$ cat config.mk
export PLATFORM = sky130hd
export DESIGN_NAME = oti_mul
export DESIGN_NICKNAME = d
export VERILOG_FILES = /design/src/design/oti_pkg.sv /design/src/design/oti_mul.sv
export SDC_FILE = /design/constraint.sdc
export NUM_CORES = 2
export LEC_CHECK = 0
export BUFFER_PORTS_ARGS = -buffer_cell sky130_fd_sc_hd__buf_2
export CORE_MARGIN = 4
export CORE_UTILIZATION = 58
export DETAILED_ROUTE_END_ITERATION = 16
export MAX_ROUTING_LAYER = met4
export PLACE_DENSITY = 0.75
export SYNTH_ARGS = -nofsm -noshare
export SYNTH_HDL_FRONTEND = slang
export SYNTH_SLANG_ARGS = --single-unit
export TNS_END_PERCENT = 10
$ cat constraint.sdc
create_clock -name clock -period 10.75 [get_ports clock]
set_input_delay 1.075 -clock clock [delete_from_list [all_inputs] [get_ports clock]]
set_output_delay 1.075 -clock clock [all_outputs]
set_load 0.03 [all_outputs]
$ cat src/design/oti_pkg.sv
// shared types, constants and helpers for the opacity table interpolation unit
`default_nettype none
package oti_pkg;

   localparam int TEMP_ROWS_DEF = 71;
   localparam int R_COLUMNS_DEF = 20;

   localparam logic [31:0]        LOG2_TEN_Q30 = 32'd3566893132;
   localparam logic [63:0]        LN2_Q64      = 64'hB17217F7D1CF79AB;
   localparam logic signed [35:0] LR_BIAS      = 36'sd1179648;
   localparam logic [4:0]         TAYLOR_TERMS = 5'd24;
   localparam logic signed [18:0] EXP_BIAS     = 19'sd24;

   localparam logic [2:0] SLOT_R0 = 3'd0;
   localparam logic [2:0] SLOT_R1 = 3'd1;
   localparam logic [2:0] SLOT_T0 = 3'd2;
   localparam logic [2:0] SLOT_T1 = 3'd3;
   localparam logic [2:0] SLOT_A  = 3'd4;
   localparam logic [2:0] SLOT_B  = 3'd5;
   localparam logic [2:0] SLOT_C  = 3'd6;
   localparam logic [2:0] SLOT_D  = 3'd7;

   localparam logic [1:0] LERP_KMIN = 2'd0;
   localparam logic [1:0] LERP_KMAX = 2'd1;
   localparam logic [1:0] LERP_T    = 2'd2;

   localparam logic OP_WRITE = 1'b0;
   localparam logic OP_QUERY = 1'b1;

   typedef struct packed {
      logic               operation;
      logic [6:0]         row;
      logic [4:0]         column;
      logic signed [31:0] entry_value;
      logic signed [31:0] log_temp;
      logic signed [31:0] log_density;
   } req_type;

   typedef struct packed {
      logic signed [31:0] log_opacity;
      logic [63:0]        opacity;
      logic               saturated;
   } rsp_type;

   typedef struct packed {
      logic        start;
      logic [63:0] dividend;
      logic [32:0] divisor;
   } div_req_type;

   typedef struct packed {
      logic        done;
      logic [63:0] quotient;
   } div_rsp_type;

   typedef enum logic [4:0] {
      ST_IDLE,
      ST_TRD,
      ST_TCMP,
      ST_JRD,
      ST_JCMP,
      ST_FETCH,
      ST_LMUL,
      ST_LMULW,
      ST_LDIV,
      ST_PY,
      ST_PYW,
      ST_PG1,
      ST_PG2,
      ST_PG3,
      ST_TADD,
      ST_TM0,
      ST_TM1,
      ST_TM2,
      ST_TM3,
      ST_TM4,
      ST_TDS,
      ST_TDIV,
      ST_OUT
   } state_type;

   function automatic logic signed [31:0] sat32(input logic signed [64:0] v);
      logic signed [31:0] r;
      if (v > 65'sd2147483647) begin
         r = 32'sh7FFFFFFF;
      end else if (v < -65'sd2147483648) begin
         r = 32'sh80000000;
      end else begin
         r = v[31:0];
      end
      return r;
   endfunction

endpackage
`default_nettype wire

$ cat src/design/oti_mul.sv
// shared signed 33x33 multiplier with registered product
`default_nettype none
module oti_mul
   import oti_pkg::*;
(
   input  wire logic               clock,
   input  wire logic signed [32:0] mul_a,
   input  wire logic signed [32:0] mul_b,
   output logic signed [63:0]      prod_ff
);
   logic signed [65:0] prod_in;

   assign prod_in = mul_a * mul_b;

   always_ff @(posedge clock) begin
      prod_ff <= prod_in[63:0];
   end
endmodule
`default_nettype wire

==> qor.log <==
INFO  run_status     run_status=finished clean
INFO  logic_synthesis asyncSetResetFlopFracSynth=0
INFO  logic_synthesis syn_area=0.0395mm^2
INFO  clock_network  htree_levels=3
INFO  grt            maximum_number_of_pins_on_one_net_before_global_route_repair=35
INFO  logic_synthesis combinational_family_with_the_most_area_after_synthesis=adder cells
INFO  sta            rsz0062_at_grt=false
INFO  final_layout   area_growth=3.23%
INFO  final_layout   layout.cells.most_common=sky130_fd_sc_hd__fa_1
INFO  grt            grt.overflow.total=0
INFO  sta            final.min_clock_period=9.00ns
INFO  min_path       min_from=mul_b[0]
INFO  drt            route.antenna.remaining_nets=0
INFO  clock_network  clk_path_buf_depth=2
INFO  clock_network  clk_pin_slew=0.07ns
INFO  logic_synthesis synth_compound_gate_area_share=0.0325
INFO  clock_network  cts-hold-fix-buffers=0
INFO  clock_network  tritoncts_num_sinks=64
INFO  drt            route.detailed.drc=0
INFO  min_path       worst_hold_path.num_cells=2
INFO  final_layout   drive_above_1_share=0.0382
INFO  die            core-area=0.0674mm^2
INFO  placement      dp_slack=1.40ns
INFO  drt            number_of_vias_per_cell_after_detailed_routing=5.55
INFO  sta            setup-tns-final=0ns
INFO  sta            post-route-period-util=0.837
INFO  clock_network  cts_buffers=9
INFO  logic_synthesis synth_edf_count=0
INFO  die            std_cell_rows=95
INFO  sta            slew_headroom=0.288
INFO  sta            timing.final.hold_violations=0
INFO  drt            detailroute.via_count=27800
INFO  final_layout   regMostFlops=prod_ff
INFO  min_path       whs_endpoint=prod_ff[0]$_DFF_P_
INFO  logic_synthesis synth_area_in_xor_xnor=0.0168
INFO  sta            timing_worst_slew_pin_value=1.06ns
INFO  final_layout   largest_register_ffs=64
INFO  final_layout   mostFrequentLayoutCells=1125 x sky130_fd_sc_hd__fa_1, 1086 x sky130_fd_sc_hd__inv_1, 548 x sky130_fd_sc_hd__and2_1
INFO  die            starting_density_of_the_core=0.587
INFO  grt            grt_pass1_wl=165000um
INFO  clock_network  post_cts_resized=0
INFO  setup_path     timing.critical_path.required=11.02ns
INFO  drt            finalWirelength=101000um
INFO  clock_network  cts_tree=built
INFO  drt            drt-initial-drc-count=1675
INFO  placement      placement.io_buffers=130
INFO  grt            grt_use_total=0.298
INFO  logic_synthesis synth_cells=4207
INFO  setup_path     critical_path.endpoint_type=flip-flop
INFO  logic_synthesis synth.yosys.seq_area_share=0.0324
INFO  logic_synthesis ys_warn_count=0
INFO  sta            final-max-slew-violation-count=0
INFO  final_layout   reg.largest.list=prod_ff (64)
INFO  drt            firstDrtPassIters=6
INFO  logic_synthesis synthFlopType=sky130_fd_sc_hd__dfxtp_1
INFO  logic_synthesis postSynthNetCount=5611
INFO  setup_path     crit_path_max_fanout=33
INFO  final_layout   design.final.nets=5534
INFO  logic_synthesis yosys.area_share.adder=0.637
INFO  grt            grt_pass1_vias=31200
INFO  grt            antenna_violations_before_repair=4
INFO  min_path       hold_path.class=primary input to flip-flop
INFO  clock_network  setup_fix_buffers_added_after_clock_tree_synthesis=0
INFO  die            die-area=0.0724mm^2
INFO  sta            achievable-frequency=111MHz
INFO  sta            finalSetupViolations=0
INFO  logic_synthesis synth_cell_type_count=57
INFO  logic_synthesis synthSimpleGateAreaFrac=0.157
INFO  logic_synthesis synth_mux_area_frac=0.000253
INFO  setup_path     crit_arrival=9.27ns
INFO  setup_path     crit_path_start_kind=primary input
INFO  drt            drt-wirelength-per-cell=20.1um
INFO  logic_synthesis synth.avg_cell_area=9.40um^2
INFO  logic_synthesis ffs_latches_synth=64
INFO  die            top_level_ports=131
INFO  final_layout   filler_cell_count=5687
INFO  die            fp.dieH=269um
INFO  die            chipWidth=269um
INFO  placement      gp_congestion=0.934
INFO  placement      detailed_place_hpwl=84000um
INFO  run            max_cap_violations=0
INFO  sta            layout_setup_ws=1.75ns
INFO  clock_network  cts_root_buf=sky130_fd_sc_hd__clkbuf_16
INFO  setup_path     setup.worst_path.class=primary input to flip-flop
kinds of logic (layout without fill, tap and decap cells):
logic type      count (synthesis)  count (layout)
flops                          64              64
xor+xnor                       76              76
fa+ha+maj                    1337            1337
mux                             1               1
other cells                     0               4
buf+inv                      1308            1236
compound gates                200             200
simple gates                 1221            1221
synthesized netlist by cell type (8+ instances only):
master / number / share of area
sky130_fd_sc_hd__a211oi_1: 8 / 0.0015
sky130_fd_sc_hd__a21o_1: 18 / 0.0034
sky130_fd_sc_hd__a21oi_1: 69 / 0.0087
sky130_fd_sc_hd__and2_1: 548 / 0.087
sky130_fd_sc_hd__clkbuf_1: 222 / 0.021
sky130_fd_sc_hd__dfxtp_1: 64 / 0.032
sky130_fd_sc_hd__fa_1: 1125 / 0.57
sky130_fd_sc_hd__ha_1: 212 / 0.067
sky130_fd_sc_hd__inv_1: 1086 / 0.10
sky130_fd_sc_hd__nand2_1: 547 / 0.052
sky130_fd_sc_hd__nand2b_1: 9 / 0.0014
sky130_fd_sc_hd__nand3_1: 18 / 0.0023
sky130_fd_sc_hd__nand4_1: 12 / 0.0019
sky130_fd_sc_hd__nor2_1: 18 / 0.0017
sky130_fd_sc_hd__nor2b_1: 32 / 0.0051
sky130_fd_sc_hd__nor3_1: 11 / 0.0014
sky130_fd_sc_hd__o21a_1: 18 / 0.0034
sky130_fd_sc_hd__o21ai_0: 29 / 0.0037
sky130_fd_sc_hd__xnor2_1: 55 / 0.012
sky130_fd_sc_hd__xor2_1: 21 / 0.0047
worst max-delay path, stage by stage:
cell and delay (ns):
sky130_fd_sc_hd__buf_2 0.44, sky130_fd_sc_hd__nand2_1 0.18, sky130_fd_sc_hd__inv_1 0.17, sky130_fd_sc_hd__fa_1 0.50, sky130_fd_sc_hd__fa_1 0.56, sky130_fd_sc_hd__fa_1 0.84
sky130_fd_sc_hd__inv_1 0.23, sky130_fd_sc_hd__fa_1 0.79, sky130_fd_sc_hd__inv_1 0.34, sky130_fd_sc_hd__fa_1 0.55, sky130_fd_sc_hd__fa_1 0.51, sky130_fd_sc_hd__fa_1 0.49
sky130_fd_sc_hd__inv_1 0.05, sky130_fd_sc_hd__fa_1 0.47, sky130_fd_sc_hd__inv_1 0.04, sky130_fd_sc_hd__ha_1 0.33, sky130_fd_sc_hd__a21o_1 0.20, sky130_fd_sc_hd__a21o_1 0.16
sky130_fd_sc_hd__a21oi_1 0.21, sky130_fd_sc_hd__nand2_1 0.08, sky130_fd_sc_hd__o31ai_1 0.51, sky130_fd_sc_hd__o211ai_1 0.18, sky130_fd_sc_hd__a21oi_1 0.20, sky130_fd_sc_hd__xnor2_1 0.13
metal layers:
| layer | part of all wire | vias to the layer above | track usage |
|---|---|---|---|
| li1 | - | 11800 | - |
| met1 | 0.36 | 14500 | 0.352 |
| met2 | 0.52 | 1135 | 0.505 |
| met3 | 0.056 | 347 | 0.0284 |
| met4 | 0.073 | 0 | 0.168 |
| met5 | 0 | - | - |
per-stage QoR:
stage / hold WS [ns] / instance area, um^2 / utilization / instances
after floorplan: 1.20 / 39500 / - / 4207
after global placement: 1.51 / 40500 / 0.601 / 4992
after detailed placement: 1.51 / 40500 / 0.601 / 4992
after CTS: 1.25 / 40800 / 0.606 / 5008
after global routing: 1.29 / 40800 / 0.606 / 5011
final: 1.28 / 40800 / 0.606 / 5012
cell type report:
type / count / area, um^2 / share of cell area
Multi-Input combinational cell: 2835 / 33400 / 0.817
Inverter: 1086 / 4080 / 0.0999
Clock inverter: 7 / 104 / 0.00254
Antenna cell: 4 / 10.0 / 0.000245
Clock buffer: 9 / 225 / 0.00552
Sequential cell: 64 / 1280 / 0.0314
Timing Repair Buffer: 134 / 681 / 0.0167
Tap cell: 873 / 1090 / 0.0268
worst max path at each step:
stage	to	from	slack, ns
global route	prod_ff[63]$_DFF_P_	mul_b[0]	1.19
CTS	prod_ff[63]$_DFF_P_	mul_a[32]	1.74
finish	prod_ff[63]$_DFF_P_	mul_b[0]	1.75
detailed placement	prod_ff[63]$_DFF_P_	mul_a[32]	1.40
global placement	prod_ff[63]$_DFF_P_	mul_b[0]	1.52
floorplan	prod_ff[63]$_DFF_P_	mul_a[32]	2.41
Power is left out: the tool's default activity adds up to more than one toggle a clock period on the data nets, which glitch-free logic cannot reach.
