--- src/design/oti_pkg.sv ---
// shared types, constants and helpers for the opacity table interpolation unit
`default_nettype none
package oti_pkg;

   localparam int TEMP_ROWS_DEF = 71;
   localparam int R_COLUMNS_DEF = 20;

   localparam logic [31:0]        LOG2_TEN_Q30 = 32'd3566893132;
   localparam logic [63:0]        LN2_Q64      = 64'hB17217F7D1CF79AB;
   localparam logic signed [35:0] LR_BIAS      = 36'sd1179648;
   localparam logic [4:0]         TAYLOR_TERMS = 5'd24;
   localparam logic signed [18:0] EXP_BIAS     = 19'sd24;

   localparam logic [2:0] SLOT_R0 = 3'd0;
   localparam logic [2:0] SLOT_R1 = 3'd1;
   localparam logic [2:0] SLOT_T0 = 3'd2;
   localparam logic [2:0] SLOT_T1 = 3'd3;
   localparam logic [2:0] SLOT_A  = 3'd4;
   localparam logic [2:0] SLOT_B  = 3'd5;
   localparam logic [2:0] SLOT_C  = 3'd6;
   localparam logic [2:0] SLOT_D  = 3'd7;

   localparam logic [1:0] LERP_KMIN = 2'd0;
   localparam logic [1:0] LERP_KMAX = 2'd1;
   localparam logic [1:0] LERP_T    = 2'd2;

   localparam logic OP_WRITE = 1'b0;
   localparam logic OP_QUERY = 1'b1;

   typedef struct packed {
      logic               operation;
      logic [6:0]         row;
      logic [4:0]         column;
      logic signed [31:0] entry_value;
      logic signed [31:0] log_temp;
      logic signed [31:0] log_density;
   } req_type;

   typedef struct packed {
      logic signed [31:0] log_opacity;
      logic [63:0]        opacity;
      logic               saturated;
   } rsp_type;

   typedef struct packed {
      logic        start;
      logic [63:0] dividend;
      logic [32:0] divisor;
   } div_req_type;

   typedef struct packed {
      logic        done;
      logic [63:0] quotient;
   } div_rsp_type;

   typedef enum logic [4:0] {
      ST_IDLE,
      ST_TRD,
      ST_TCMP,
      ST_JRD,
      ST_JCMP,
      ST_FETCH,
      ST_LMUL,
      ST_LMULW,
      ST_LDIV,
      ST_PY,
      ST_PYW,
      ST_PG1,
      ST_PG2,
      ST_PG3,
      ST_TADD,
      ST_TM0,
      ST_TM1,
      ST_TM2,
      ST_TM3,
      ST_TM4,
      ST_TDS,
      ST_TDIV,
      ST_OUT
   } state_type;

   function automatic logic signed [31:0] sat32(input logic signed [64:0] v);
      logic signed [31:0] r;
      if (v > 65'sd2147483647) begin
         r = 32'sh7FFFFFFF;
      end else if (v < -65'sd2147483648) begin
         r = 32'sh80000000;
      end else begin
         r = v[31:0];
      end
      return r;
   endfunction

endpackage
`default_nettype wire

--- src/design/oti_div.sv ---
// radix-2 restoring divider, one quotient bit per cycle
`default_nettype none
module oti_div
   import oti_pkg::*;
(
   input  wire logic  clock,
   input  wire logic  reset,
   input  wire div_req_type div_req,
   output div_rsp_type div_rsp
);
   logic        busy_ff, busy_in;
   logic        done_ff, done_in;
   logic [5:0]  cnt_ff, cnt_in;
   logic [32:0] rem_ff, rem_in;
   logic [32:0] dvs_ff, dvs_in;
   logic [63:0] quo_ff, quo_in;
   logic [33:0] rem_sh;
   logic [33:0] diff;

   always_comb begin
      busy_in = busy_ff;
      done_in = 1'b0;
      cnt_in  = cnt_ff;
      rem_in  = rem_ff;
      dvs_in  = dvs_ff;
      quo_in  = quo_ff;
      rem_sh  = {rem_ff, quo_ff[63]};
      diff    = rem_sh - {1'b0, dvs_ff};
      if (div_req.start) begin
         busy_in = 1'b1;
         cnt_in  = '0;
         rem_in  = '0;
         dvs_in  = div_req.divisor;
         quo_in  = div_req.dividend;
      end else if (busy_ff) begin
         if (!diff[33]) begin
            rem_in = diff[32:0];
            quo_in = {quo_ff[62:0], 1'b1};
         end else begin
            rem_in = rem_sh[32:0];
            quo_in = {quo_ff[62:0], 1'b0};
         end
         cnt_in = cnt_ff + 6'd1;
         if (cnt_ff == '1) begin
            busy_in = 1'b0;
            done_in = 1'b1;
         end
      end
   end

   always_ff @(posedge clock) begin
      if (reset) begin
         busy_ff <= 1'b0;
         done_ff <= 1'b0;
         cnt_ff  <= '0;
      end else begin
         busy_ff <= busy_in;
         done_ff <= done_in;
         cnt_ff  <= cnt_in;
      end
      rem_ff <= rem_in;
      dvs_ff <= dvs_in;
      quo_ff <= quo_in;
   end

   assign div_rsp.done     = done_ff;
   assign div_rsp.quotient = quo_ff;
endmodule
`default_nettype wire

--- config.mk ---
export PLATFORM = sky130hd
export DESIGN_NAME = oti_div
export DESIGN_NICKNAME = d
export VERILOG_FILES = /design/src/design/oti_pkg.sv /design/src/design/oti_div.sv
export SDC_FILE = /design/constraint.sdc
export NUM_CORES = 1
export LEC_CHECK = 0
export BUFFER_PORTS_ARGS = -buffer_cell sky130_fd_sc_hd__buf_2
export CAP_MARGIN = 25
export CORE_UTILIZATION = 50
export DETAILED_ROUTE_END_ITERATION = 8
export GPL_ROUTABILITY_DRIVEN = 0
export PLACE_DENSITY = 0.74
export SETUP_SLACK_MARGIN = 0.1
export SLEW_MARGIN = 40
export SYNTH_ARGS = -nofsm -noshare
export SYNTH_HDL_FRONTEND = slang
export SYNTH_SLANG_ARGS = --single-unit
export TNS_END_PERCENT = 30
--- constraint.sdc ---
create_clock -name clock -period 7.8 [get_ports clock]
set_input_delay 0 -clock clock [delete_from_list [all_inputs] [get_ports clock]]
set_output_delay 0 -clock clock [all_outputs]
set_load 0.1 [all_outputs]
==> metrics, run 1 <==
status=complete, but fails checks; failing checks=design-rule violations; worst vdd ir=180 uV; # IOs=165; clk_lat worst skew=0.42 ns; CTS resizes=0; vias per cell=about 5.7; PortBufs=164; first-pass GRT wire length=32100 um; syn nets=between 800 and 900; Antenna diodes=0; Worst Skew=0.0133 ns; maximum fanout along the worst path=45; ys async rst share=0%; GRT overflow=0; Slew @ Worst Pin=0.721 ns; largest net degree at the start of global routing=77; area leader, netlist=edfxtp_1; starting DRC count in detailed routing=~420; P per Cell Area=between 200 and 250 mW/mm2; CP arrival=3.65 ns; worst min path class=input pin to flop; Post-synth top flop=edfxtp_1; Post-Route WL=19800 um; Period minus WS final=3.37 ns; initial antenna violation count=0; fin. max-slew vios=0; Tot GR Track Use=26.2%; nets=1066; htree depth=4; CTS tree=yes; Synth top area share=38.6%; # setup viols final=0; Gate power share=28.0%; first-pass iteration count of the detailed router=7; number of distinct library cells after synthesis=58; Relative slew margins=slightly above 50%; most common cell after layout, fill and taps aside=buf_2; clock group share of total power=34.5%; WHS=0.180 ns; share of cells above drive strength 1=between 20% and 30%; Layout area overhead=33.2%; critical path cell sequence=inv_1 > ha_1 > a211oi_1 > o21bai_1 > a221o_1 > a221o_1 > mux2i_1 > a311oi_4 > buf_4 > nor3_1 > a2111oi_1; Psw=0.823 mW; FMAX=about 300 MHz; Crit path top cell by count=a221o_1; CP max stage cell=buf_4; Setup crit start kind=flop; Netlist Area Pre-Place=0.00755 mm2; DP Wirelength=12200 um; die height=125 um; CTS Buffer Depth=2; initial core utilization=51.6%; Seq/Total Area, Yosys=49.5%; Switching Fraction=34.5%; sequential share of power=37.5%; setup TNS=0 ns; YS warnings=0; leakage=4.18 nW; number of global-route vias before repair=6558; Worst Path Required=8.09 ns; CTS buffer count=17; synthesized flop and latch total=138; DR vias=6395; TritonCTS Sinks=~140; Mean Syn Cell Area=11.1 um2; number of max-cap violations=0; Power Internal=~1.6 mW; Worst Path Class, Setup=flop to flop; DRC=5; Crit path largest cell delay=approximately 0.54 ns; Die ar.=0.0156 mm2; number of synthesized flops with an enable pin=97; RSZ-0062 raised after global routing=false; Die X=125 um; fin crit share=43.2%; Core Footprint=around 0.015 mm2; synth top area cells=edfxtp_1, dfxtp_1, mux2_2; Worst Setup End Kind=flop; Mapped Cells=between 600 and 700; most frequent cells in the layout=buf_2, dlygate4sd3_1, edfxtp_1; Worst-path clk slew=~0.070 ns; # Post-CTS Setup Buffers=0; num rows=44; routed length per instance=17.5 um; DRT antenna net count=0; Fin. Hold Viols=0; clk root buf=clkbuf_16
==> worst paths after layout <==
path,from,to,slack [ns],cells after the start
max,dvs_ff[26],rem_ff[20],4.43,11
min,div_req[97],dvs_ff[30],0.18,1
max reg2reg,dvs_ff[26],rem_ff[20],4.43,11
min reg2reg,cnt_ff[5],cnt_ff[5],0.50,2
==> synthesized netlist by cell type, drive strengths merged, types with 11 or more instances <==
cell,instances
clkbuf,18
nand3,21
a21oi,36
xor2,11
dfxtp,41
inv,42
nand2,36
a211oi,27
edfxtp,97
a21o,11
buf,17
nor2,52
mux2i,24
o21ai,29
ha,34
mux2,63
xnor2,17
==> per-stage QoR <==
stage / cell area, um2 / total power [mW] / cells / setup WS [ns] / util, %
floorplan: 7550 / 1.40 / 681 / 4.54 / -
global placement: 8470 / 1.51 / 998 / 4.60 / 57.9
detailed placement: 8480 / 1.53 / 998 / 4.43 / 57.9
CTS: 10100 / 2.38 / 1127 / 4.41 / 68.7
global route: 10100 / 2.48 / 1127 / 4.18 / 68.7
finish: 10100 / 2.39 / 1127 / 4.43 / 68.7
==> worst max-delay path: cells and delay by family (launching register included) <==
family	cells	cell delay, ns
compound gates	6	1.69
fa+ha+maj	1	0.37
simple gates	1	0.09
flops	1	0.32
buf+inv	2	0.58
mux	1	0.16
==> sequential cells by signal, indices dropped and copies added (netlist names) <==
name	flops
rem_ff	33
cnt_ff	6
quo_ff	64
busy_ff	1
dvs_ff	33
done_ff	1
==> cell families (layout without fill, tap and decap cells) <==
family          count (synthesis)  in the layout  share of synthesized area [%]
compound gates                161            161                           14.8
xor+xnor                       28             28                           3.25
fa+ha+maj                      35             35                           5.90
buf+inv                        77            339                           4.28
flops                         138            138                           49.5
mux                            87             87                           12.6
simple gates                  155            155                           9.71
==> repair_timing <==
action	in CTS	in global routing
endpoints found under the hold margin	105	0
hold buffers	98	0
setup endpoints to repair	0	0
==> layer usage <==
layer  global-route usage (%)  routed length [um]
met5                        0                   0
met4                     9.97                 449
met3                     6.49                1250
met2                     46.7                9970
met1                     30.3                8110
==> power by group through the flow <==
stage,logic [mW],registers [mW],clock network (mW)
after floorplan,0.245,1.16,0
after global placement,0.608,0.904,0
after detailed placement,0.620,0.906,0
after CTS,0.659,0.893,0.827
after global routing,0.707,0.903,0.866
final,0.668,0.896,0.823
==> final cells by class <==
type / instances / area (um2)
multi-input cells: 466 / 3500
clock buffers: 18 / 429
fillers: 1032 / 4590
repair buffers: 266 / 1840
inverters: 42 / 158
well taps: 184 / 230
clock inverters: 13 / 170
flip-flops and latches: 138 / 3730
(Power assumes the default switching activity.)
==> run 2: changes to the inputs <==
Clock period 7.8 ns to 3.1 ns, I/O delays scaled along.
==> run 2 against run 1 <==
  * The run still ends with design-rule violations left
  * Critical path depth is 2 higher
  * Register-to-register slack got worse by 4.3 ns
  * Power grew to 2.6 times the previous value
  * Via count rose by 0.33%
  * Critical endpoint is now rem_ff[19]
  * Largest power group unchanged
  * Highest routed layer unchanged
==> metrics, run 2 (synthesized netlist as in run 1, its figures left out) <==
DRC=2; most common cell after layout, fill and taps aside=buf_2; Period minus WS final=2.93 ns; num rows=44; Worst Path Required=about 3.4 ns; critical path cell sequence=inv_2 > ha_4 > a211oi_2 > o21bai_1 > a221o_1 > a221o_1 > mux2i_2 > a311oi_4 > buf_6 > buf_6 > buf_16 > mux2i_2 > a211oi_2; Worst Skew=0.00908 ns; dpl ws=0.0637 ns; # setup viols final=0; clk root buf=clkbuf_16; Worst Setup End Kind=flop; Layout area overhead=38.4%; Fin. Hold Viols=0; PortBufs=164; most frequent cells in the layout=buf_2, dlygate4sd3_1, edfxtp_1; number of max-cap violations=0; DR vias=6416; Crit path largest cell delay=0.38 ns; Setup crit start kind=flop; number of global-route vias before repair=6748; initial core utilization=just over 50%; fin. max-slew vios=0; TritonCTS Sinks=138; die height=125 um; # placed instances=~1000; Antenna diodes=0; Largest register FFs=64; CTS tree=yes; vias per cell=5.60; worst min path class=input pin to flop; Largest regs=quo_ff x64, dvs_ff x33, rem_ff x33; Tot GR Track Use=26.6%; first-pass iteration count of the detailed router=6; Relative slew margins=about 46%; Die ar.=0.0156 mm2; nets=1084; largest net degree at the start of global routing=65; Worst Path Class, Setup=flop to flop; routed length per instance=between 15 and 20 um; setup TNS=0 ns; clk_lat worst skew=0.42 ns; Post-Route WL=roughly 21000 um; fin crit share=94.5%; starting DRC count in detailed routing=395; CP arrival=3.21 ns; failing checks=design-rule violations; Top reg by flops=quo_ff; # IOs=165; share of cells above drive strength 1=32.8%; RSZ-0062 raised after global routing=true; htree depth=4; Finished Core Util=71.4%; first-pass GRT wire length=between 30000 and 40000 um; post-route worst setup slack=0.172 ns; FMAX=342 MHz; final std cells w/o fill=~1100; DRT antenna net count=0; P per Cell Area=about 580 mW/mm2; CTS buffer count=17; worst vdd ir=492 uV; status=complete, but fails checks; Slew @ Worst Pin=0.815 ns; GRT overflow=0; initial antenna violation count=0; CP max stage cell=edfxtp_1; Core Footprint=0.0146 mm2; DP Wirelength=roughly 12000 um; Worst-path clk slew=0.06 ns; CTS Buffer Depth=2; leakage=~4.3 nW; maximum fanout along the worst path=5; Die X=125 um
[run 2: final timing paths]
path                    start         end  slack, ns  depth (start not counted)
hold / removal    div_req[97]  dvs_ff[32]       0.08                          1
hold reg to reg     rem_ff[9]   rem_ff[9]       0.50                          2
setup reg to reg   dvs_ff[26]  rem_ff[19]       0.17                         13
setup / recovery   dvs_ff[26]  rem_ff[19]       0.17                         13
[run 2: where the power goes]
group          internal [mW]  switching [mW]  total (mW)
sequential              2.16          0.0958        2.26
combinational          0.547            1.20        1.75
clock                   1.28           0.820        2.10
total                   3.98            2.11        6.10
[run 2: cell type report]
class                           instances  area, um2
Inverter                               42        158
Timing Repair Buffer                  284       2110
Sequential cell                       138       3730
Clock inverter                         13        168
Clock buffer                           19        433
Multi-Input combinational cell        466       3620
Fill cell                            1015       4190
Tap cell                              184        230
[run 2: per-stage QoR]
step	instance area (um2)	hold WS (ns)	total power, mW
6_report	10500	0.0831	6.10
5_1_grt	10500	0.0744	6.32
4_1_cts	10200	0.0702	6.04
3_5_place_dp	8570	0.179	3.85
3_3_place_gp	8570	0.177	3.82
2_1_floorplan	7580	0.0724	3.54
[run 2: metal layers]
| metal | track usage [%] | vias to the layer above | part of all wire [%] |
|---|---|---|---|
| met5 | 0 | - | 0 |
| met4 | 11.7 | 0 | 2.7 |
| met3 | 6.36 | 46 | 5.8 |
| met2 | 47.2 | 224 | 51 |
| met1 | 30.5 | 3063 | 41 |
| li1 | - | 3083 | - |
[run 2: worst max-delay path, delay by kind of cell, from the launching register on]
family,cells,cell delay [ns]
buf+inv,4,0.51
fa+ha+maj,1,0.19
mux,2,0.39
flops,1,0.38
compound gates,6,1.30
[run 2: timing repair]
action / 4_1_cts / 5_1_grt
buffers inserted: 0 / 6
hold buffers: 98 / 0
resized for setup: 1 / 24
pin swaps: 0 / 13
gates cloned: 2 / 3
hold endpoints to repair: 105 / 0
endpoints found under the setup margin: 1 / 33
==> run 3: changes to the inputs <==
Settings changed: PLACE_DENSITY 0.74 to 0.86.
==> run 3 against run 2 <==
  * The run still ends with design-rule violations left
  * Sequential share of layout area is 0.87 points higher
  * Combinational power is 2% lower
  * Clock skew is 0.0041 ns higher
  * Die area stayed put
  * Final cell count is 0.79% lower
  * Sequential power hardly changed
  * Largest cell class unchanged
  * Core utilization is 1.7 points lower
  * First-iteration DRC count is 9.9% lower
  * Highest routed layer unchanged
  * Routed wire length is 2.9% lower
  * Final area is 2.4% lower
  * Via count is 0.44% lower
==> metrics, run 3 (synthesized netlist as in run 1, its figures left out) <==
Worst Path Required=3.41 ns; number of global-route vias before repair=roughly 6400; max layer used=met4; Gate power share=28.7%; Post-Route WL=just over 20000 um; fin crit share=95.3%; largest net degree at the start of global routing=133; Worst-path clk slew=approximately 0.06 ns; Slew @ Worst Pin=0.831 ns; sequential share of power=37.7%; Worst Skew=0.0132 ns; starting DRC count in detailed routing=356; # IOs=165; leakage=roughly 4.2 nW; P per Cell Area=586 mW/mm2; nets=around 1100; routed length per instance=around 18 um; worst hold path cell count=2; DRC=8; Tot GR Track Use=26.3%; Antenna diodes=0; worst min path class=input pin to flop; fin. max-slew vios=0; Psw=2.10 mW; # fillers=1014; R2R Setup Slk=roughly 0.15 ns; clk_lat worst skew=0.43 ns; worst reg2reg startpoint=dvs_ff[30]; RSZ-0062 raised after global routing=true; TritonCTS Sinks=138; Layout area overhead=35.2%; initial core utilization=between 50% and 60%; Setup crit start kind=flop; number of max-cap violations=0; maximum fanout along the worst path=7; num rows=44; PortBufs=164; failing checks=design-rule violations; Largest regs=quo_ff x64, dvs_ff x33, rem_ff x33; GRT overflow=0; die height=125 um; Top reg by flops=quo_ff; Largest register FFs=64; area occupied by multi-input gates=0.00357 mm2; share of cells above drive strength 1=31.8%; first-pass GRT wire length=32200 um; vias per cell=5.62; CTS Buffer Depth=2; HP Start=div_req[97]; most common cell after layout, fill and taps aside=buf_2; DRT antenna net count=0; most frequent cells in the layout=buf_2, dlygate4sd3_1, edfxtp_1; Met1 Wirelength=a little over 8000 um; DR vias=6388; Switching Fraction=35.1%; Die X=approximately 120 um; # setup viols final=0; DP Wirelength=12100 um; Finished Core Util=69.7%; Fin. Hold Viols=0; FMAX=339 MHz; Core Footprint=~0.015 mm2; first-pass iteration count of the detailed router=7; Die ar.=0.0156 mm2; storage element area=0.00373 mm2; htree depth=4; Worst Path Class, Setup=flop to flop; r2r endpoint=rem_ff[24]; initial antenna violation count=0; Period minus WS final=2.95 ns; metal3 WL=1300 um; R2R cell count=11; setup TNS=0 ns; Worst Setup End Kind=flop; Relative slew margins=44.6%; worst vdd ir=464 uV; Hold Path End=dvs_ff[12]; status=complete, but fails checks; CTS tree=yes; Power Internal=3.88 mW; CP arrival=3.27 ns; clk root buf=clkbuf_16; clock group share of total power=33.6%; CTS buffer count=17; routed wl met2=10000 um
-- run 3: cell count changes in the layout (fill, tap and decap cells not counted), sizes merged --
cell | before | now
clkinvlp | 2 | 3
bufinv | 3 | 2
clkinv | 4 | 5
clkbuf | 22 | 19
inv | 46 | 45
buf | 183 | 177
-- run 3: what timing repair did --
action,4_1_cts,5_1_grt
setup endpoints to repair,0,29
gates resized for setup,0,15
hold buffers,98,0
hold endpoints to repair,105,0
setup buffers,0,5
-- run 3: how the worst max path moves through the flow --
stage	start	endpoint	slack (ns)	depth (start not counted)
finish	dvs_ff[30]	rem_ff[24]	0.15	11
floorplan	quo_ff[63]	rem_ff[14]	0.004	11
global route	dvs_ff[30]	rem_ff[24]	0.06	11
CTS	dvs_ff[21]	rem_ff[20]	0.17	10
detailed placement	dvs_ff[21]	rem_ff[20]	0.20	10
global placement	dvs_ff[26]	rem_ff[20]	0.30	11
-- run 3: metrics by stage --
step | total power [mW] | std cells | cell area, um2 | hold slack [ns] | setup WS, ns
final | 5.98 | 1137 | 10200 | 0.187 | 0.147
after global routing | 6.19 | 1137 | 10200 | 0.259 | 0.0599
after CTS | 5.96 | 1132 | 10100 | 0.215 | 0.173
after detailed placement | 3.85 | 1002 | 8560 | 0.165 | 0.203
after global placement | 3.83 | 1002 | 8560 | 0.161 | 0.297
after floorplan | 3.54 | 681 | 7580 | 0.0724 | 0.00397
-- run 3: critical path, cell delays in order, from the launching register on --
cell and delay [ns]:
edfxtp_1 0.32, inv_1 0.04, ha_1 0.36, and2_1 0.23
a221o_1 0.33, a221o_1 0.34, mux2i_2 0.19, a311oi_4 0.37
buf_6 0.19, buf_4 0.16, o31ai_1 0.07, a31o_2 0.24
-- run 3: area by class of cell --
| type | count | area share [%] |
|---|---|---|
| clock buffers | 19 | 4.24 |
| clock inverters | 13 | 1.42 |
| inverters | 42 | 1.55 |
| multi-input cells | 466 | 35.0 |
| flip-flops and latches | 138 | 36.6 |
| well taps | 184 | 2.26 |
| repair buffers | 275 | 18.9 |
-- run 3: per-layer routing --
layer  vias up  GRT usage, %
met5         -             0
met4         0          10.3
met3        33          6.36
met2       255          45.6
met1      3035          31.5
li1       3065             -
-- run 3: power by group through the flow --
stage	Clock, mW	Combinational, mW	Sequential, mW
floorplan	0	0.625	2.91
global placement	0	1.55	2.28
detailed placement	0	1.57	2.28
CTS	2.03	1.68	2.25
global route	2.10	1.81	2.27
finish	2.01	1.71	2.26
